### src/rtl/olist_pkg.sv
package olist_pkg;

    localparam int CAPACITY = 256;
    localparam int ADDR_W   = $clog2(CAPACITY);
    localparam int CNT_W    = $clog2(CAPACITY + 1);
    localparam int POS_W    = 8;
    localparam int DATA_W   = 32;
    localparam int LEN_W    = 9;

    typedef enum logic [1:0] {
        KIND_APPEND = 2'd0,
        KIND_READ   = 2'd1,
        KIND_REMOVE = 2'd2,
        KIND_DELETE = 2'd3
    } olist_kind_t;

    typedef enum logic [2:0] {
        ST_IDLE,
        ST_DISPATCH,
        ST_READ_WAIT,
        ST_SCAN,
        ST_SHIFT_INIT,
        ST_SHIFT,
        ST_RESPOND
    } olist_state_t;

    typedef struct packed {
        logic load;
        logic append;
        logic read_issue;
        logic read_capture;
        logic read_fail;
        logic scan_start;
        logic scan_next;
        logic gap_at_pos;
        logic shift_init;
        logic shift_step;
        logic shift_finish;
    } olist_cmd_t;

    typedef struct packed {
        olist_kind_t kind;
        logic        not_full;
        logic        pos_valid;
        logic        list_empty;
        logic        match;
        logic        scan_more;
        logic        shift_done;
    } olist_status_t;

endpackage

### src/rtl/olist_ctrl.sv
module olist_ctrl
    import olist_pkg::*;
(
    input  logic          clk,
    input  logic          rst_n,
    input  logic          start,
    input  olist_status_t status,
    output olist_cmd_t    cmd,
    output logic          busy,
    output logic          result_strobe
);

    olist_state_t state_reg;
    olist_state_t state_next;

    always_ff @(posedge clk or negedge rst_n)
    begin
        if (!rst_n)
        begin
            state_reg <= ST_IDLE;
        end
        else
        begin
            state_reg <= state_next;
        end
    end

    always_comb
    begin
        state_next    = state_reg;
        cmd           = '0;
        busy          = 1'b1;
        result_strobe = 1'b0;
        case (state_reg)
            ST_IDLE:
            begin
                busy = 1'b0;
                if (start)
                begin
                    cmd.load   = 1'b1;
                    state_next = ST_DISPATCH;
                end
            end
            ST_DISPATCH:
            begin
                state_next = ST_RESPOND;
                case (status.kind)
                    KIND_APPEND:
                    begin
                        cmd.append = status.not_full;
                    end
                    KIND_READ:
                    begin
                        if (status.pos_valid)
                        begin
                            cmd.read_issue = 1'b1;
                            state_next     = ST_READ_WAIT;
                        end
                        else
                        begin
                            cmd.read_fail = 1'b1;
                        end
                    end
                    KIND_REMOVE:
                    begin
                        if (!status.list_empty)
                        begin
                            cmd.scan_start = 1'b1;
                            state_next     = ST_SCAN;
                        end
                    end
                    KIND_DELETE:
                    begin
                        if (status.pos_valid)
                        begin
                            cmd.gap_at_pos = 1'b1;
                            state_next     = ST_SHIFT_INIT;
                        end
                    end
                    default:
                    begin
                        state_next = ST_RESPOND;
                    end
                endcase
            end
            ST_READ_WAIT:
            begin
                cmd.read_capture = 1'b1;
                state_next       = ST_RESPOND;
            end
            ST_SCAN:
            begin
                if (status.match)
                begin
                    state_next = ST_SHIFT_INIT;
                end
                else if (status.scan_more)
                begin
                    cmd.scan_next = 1'b1;
                end
                else
                begin
                    state_next = ST_RESPOND;
                end
            end
            ST_SHIFT_INIT:
            begin
                cmd.shift_init = 1'b1;
                state_next     = ST_SHIFT;
            end
            ST_SHIFT:
            begin
                if (status.shift_done)
                begin
                    cmd.shift_finish = 1'b1;
                    state_next       = ST_RESPOND;
                end
                else
                begin
                    cmd.shift_step = 1'b1;
                end
            end
            ST_RESPOND:
            begin
                result_strobe = 1'b1;
                state_next    = ST_IDLE;
            end
            default:
            begin
                state_next = ST_IDLE;
            end
        endcase
    end

endmodule

### config.mk
export PLATFORM = sky130hd
export DESIGN_NAME = olist_ctrl
export DESIGN_NICKNAME = d
export VERILOG_FILES = /design/src/rtl/olist_pkg.sv /design/src/rtl/olist_ctrl.sv
export SDC_FILE = /design/constraint.sdc
export NUM_CORES = 1
export LEC_CHECK = 0
export ABC_AREA = 0
export BUFFER_PORTS_ARGS = -buffer_cell sky130_fd_sc_hd__buf_2
export CORE_AREA = 2 2 39 41
export CTS_CLUSTER_DIAMETER = 30
export CTS_CLUSTER_SIZE = 10
export DETAILED_ROUTE_END_ITERATION = 10
export DIE_AREA = 0 0 41 43
export SYNTH_ARGS = -nofsm -noshare
export SYNTH_HDL_FRONTEND = slang
export SYNTH_SLANG_ARGS = --single-unit
### constraint.sdc
create_clock -name clk -period 2.65 [get_ports clk]
set_clock_uncertainty 0.15 [all_clocks]
set_input_delay 0.265 -clock clk [delete_from_list [all_inputs] [get_ports clk]]
set_output_delay 0.265 -clock clk [all_outputs]
set_load 0.05 [all_outputs]
* Word level (Yosys, flattened, before mapping)
Index checks and enable logic that the tools add are counted.
Cells by class: equality and inequality tests 12, mux-type cells 32, add/subtract/negate cells 0, shifts and indexed selects 0, bitwise operators 0, div/mod/pow operators 0, $mul 0, $lt $le $gt $ge 0, reduce and logical (&&, ||, !) cells 3
Operator list (count):
- 2-to-1 mux 1 bit | 20
- 2-to-1 mux 3 bit | 6
- one-hot mux 3 bit (6 select lines) | 1
- equality test 3 bit (second input constant) | 3
- one-hot mux 3 bit (3 select lines) | 1
- 2-to-1 mux 2 bit | 4
- equality test 3 x 2 -> 1 bit (second input constant) | 2
- equality test 2 bit (second input constant) | 2
- != test 2 bit (second input constant) | 2
- equality test 3 x 1 -> 1 bit (second input constant) | 1
- zero test 3 bit | 1
- != test 3 bit (second input constant) | 1
- AND reduction 3 bit | 1
- equality test 2 x 1 -> 1 bit (second input constant) | 1
- zero test 2 bit | 1
Word-level totals: input port bits 11, register bits 3, memories 0, latch bits 0, output and inout bits 13, memory bits (writable) 0, memory bits (read-only) 0

* Depth between registers and ports, before layout
depth in word-level cells 3, depth in mapped cells 4

* Worst setup path before layout
No wires, ideal clock.
path kind register to output, start reg state_reg[1], end out cmd[6] in the netlist's numbering, slack -0.006 ns, required time 2.235 ns, buffers on the path 1, stages on the path, launching flop included 4, data arrival time 2.241 ns, cell sequence dfrtp_1 > buf_2 > nand2b_1 > nor4_1
RTL lines:
- start: declaration | line olist_ctrl.sv:13 | olist_state_t state_reg;
- start signal: assignment | line olist_ctrl.sv:24 | state_reg <= state_next;
- end: declaration | line olist_ctrl.sv:8 | output olist_cmd_t cmd,

==> results.toml <==
[power_and_ir_drop]
p_per_area_nw_per_um2 = 1229
p_total_uw = 570.6
vdd_drop_max_mv = 0.4541
p_leak_nw = 0.2393

[timing]
post-route-min-period_ps = 2015
finalMaxSlewViolations = 0
tns_ps = 0
hold_viol_final = 0
worst_pin_slew_ps = 385.1
relSlewSlack_pct = 74.33
max_freq_ghz = 0.4963
fin_crit_sh_pct = 76.04
setup_violations = 0
rsz0062_at_grt = "no"

[cts]
root_buffer = "clkbuf_4"
cts_made_buffers = 3
clockBufferDepth = 2
htreeDepth = 1
cts_tree = "done"
path_clk_slew_ps = 40
cts.sink_count = 3
clock_latency_ps = 230

[logic_synthesis]
synth_top_area_share_pct = 24.39
synth_area_leaders = "dfrtp_1, nor4_1, buf_2, nor3_1, nand2_1"
synth-seq-cells = 3
synth_cell_types = 25
ys.warnings.count = 0
syn_area_um2 = 307.8
syn_inst = 41
synth_nets = 52
synth_top_area_cell = "dfrtp_1"
synth_area_per_cell_um2 = 7.507
ys_seq_area_share_pct = 24.39

[cells_and_area]
largest_register_ffs = 3
layout_commonest_cell = "buf_2"
final_util_pct = 33.54
seq_area_um2 = 75.07
n_fill_cell = 158
layout_common_cells = "buf_2, nand2_1, nor2_1"
insertedDiodeCount = 0
multiInputGateArea_um2 = 210.2
area_growth_pct = 50.81
drive_gt1_share_pct = 42.42
fin_nets = 78

[critical_path]
worstSetupStartpoint = "state_reg[2]$_DFFE_PN0P_"
worstPathMaxFanout = 13
critical_path_class = "reg2out"
critPathRequiredTime_ps = 2240
crit_path_end_kind = "primary output"
r2r_cells = 3
critPathLaunchType = "flop"
cp.arrival_ps = 1600
regToRegStartpoint = "state_reg[2]$_DFFE_PN0P_"
rrSetupSlack_ps = 1180

[placed_design]
dpl.hpwl_um = 683.7
portBuffers = 23
gp_congestion = 0.7175

[global_route]
grt_util_all_layers_pct = 9.869
grt_antenna_before_repair = 0
grt_pass1_vias = 331
grt_pass1_wl_mm = 1.214
grt_max_degree = 14
overflow = 0

[floorplanning]
dieArea_um2 = 1763
ioPinCount = 24
rows = 14
die_w_um = 41
die_h_um = 43
core-area_um2 = 1384
start_util_pct = 22.24

[hold_path]
hold_class = "in2async"

[detailed_routing]
avgViaCountPerCell = 4.866
ant_nets = 0
drc = 0
drtPass1Iterations = 4
vias = 399
post_drt_wl_per_cell_um = 10.71
drt_wl_total_um = 878
drt_iter0_drc = 9

[flow_run]
cap_violations = 0

[run_status]
status = "complete, no violations"
layer usage:
metal,vias to the layer above,track usage [%],share of wire [%]
li1,198,-,-
met1,186,11.36,40
met2,15,15.31,49
met3,0,2.618,11
met4,0,6.000,0
met5,-,0,0
power by group:
group / internal [mW] / switching (mW)
clock: 0.0564 / 0.0226
sequential: 0.0698 / 0.0649
combinational: 0.119 / 0.238
final cells by class:
| cell class | instances | area share, % |
|---|---|---|
| Clock buffer | 4 | 5.660 |
| Timing Repair Buffer | 24 | 26.95 |
| Tap cell | 16 | 4.313 |
| Multi-Input combinational cell | 33 | 45.28 |
| Sequential cell | 3 | 16.17 |
| Inverter | 2 | 1.617 |
metrics by stage:
step	worst slack (ps)	area, um2	instances	hold slack (ps)
CTS	615.4	464.2	82	194.8
global route	552.0	464.2	82	205.6
floorplan	-5.575	307.8	41	-180.6
detailed placement	868.4	427.9	77	-88.12
global placement	870.4	427.9	77	-88.63
finish	635.1	464.2	82	205.0
synthesized netlist by cell type:
master,instances
or3b_1,1
a21o_1,1
o31ai_2,1
nor2_1,4
nor4bb_1,1
a32o_1,1
nor3_1,3
nand2b_1,2
dfrtp_1,3
inv_2,1
and2_1,1
xnor2_1,1
nand4b_1,1
o211ai_1,1
a211oi_1,1
inv_1,1
o21a_1,1
nand2_1,4
and3_1,1
nor3b_1,2
nor4_1,3
buf_2,3
nor2b_1,1
o21ai_1,1
or3_1,1
kinds of logic after synthesis:
family	after synthesis	synth area share [%]
DFF	3	24.39
AOI/OAI and AO/OA	7	18.70
xor gates and xnor gates	1	2.846
and+or+nand+nor	25	46.75
buffers and inverters	5	7.313
repair_timing:
| item | CTS | global route |
|---|---|---|
| resized for setup | 0 | 0 |
| hold endpoints to repair | 3 | 0 |
| buffers inserted | 0 | 0 |
| hold buffers | 1 | 0 |
worst max-delay path: stages (launching register included):
cell	delay, ps
dfrtp_1	510
nor4bb_1	360
and2_1	220
buf_2	280
final timing paths:
path,to
max,cmd[4]
max in group asynchronous,state_reg[0]$_DFFE_PN0P_
max reg2reg,state_reg[1]$_DFFE_PN0P_
min reg2reg,state_reg[0]$_DFFE_PN0P_
min,state_reg[1]$_DFFE_PN0P_
min in group clk,state_reg[2]$_DFFE_PN0P_
(Power assumes the default switching activity.)
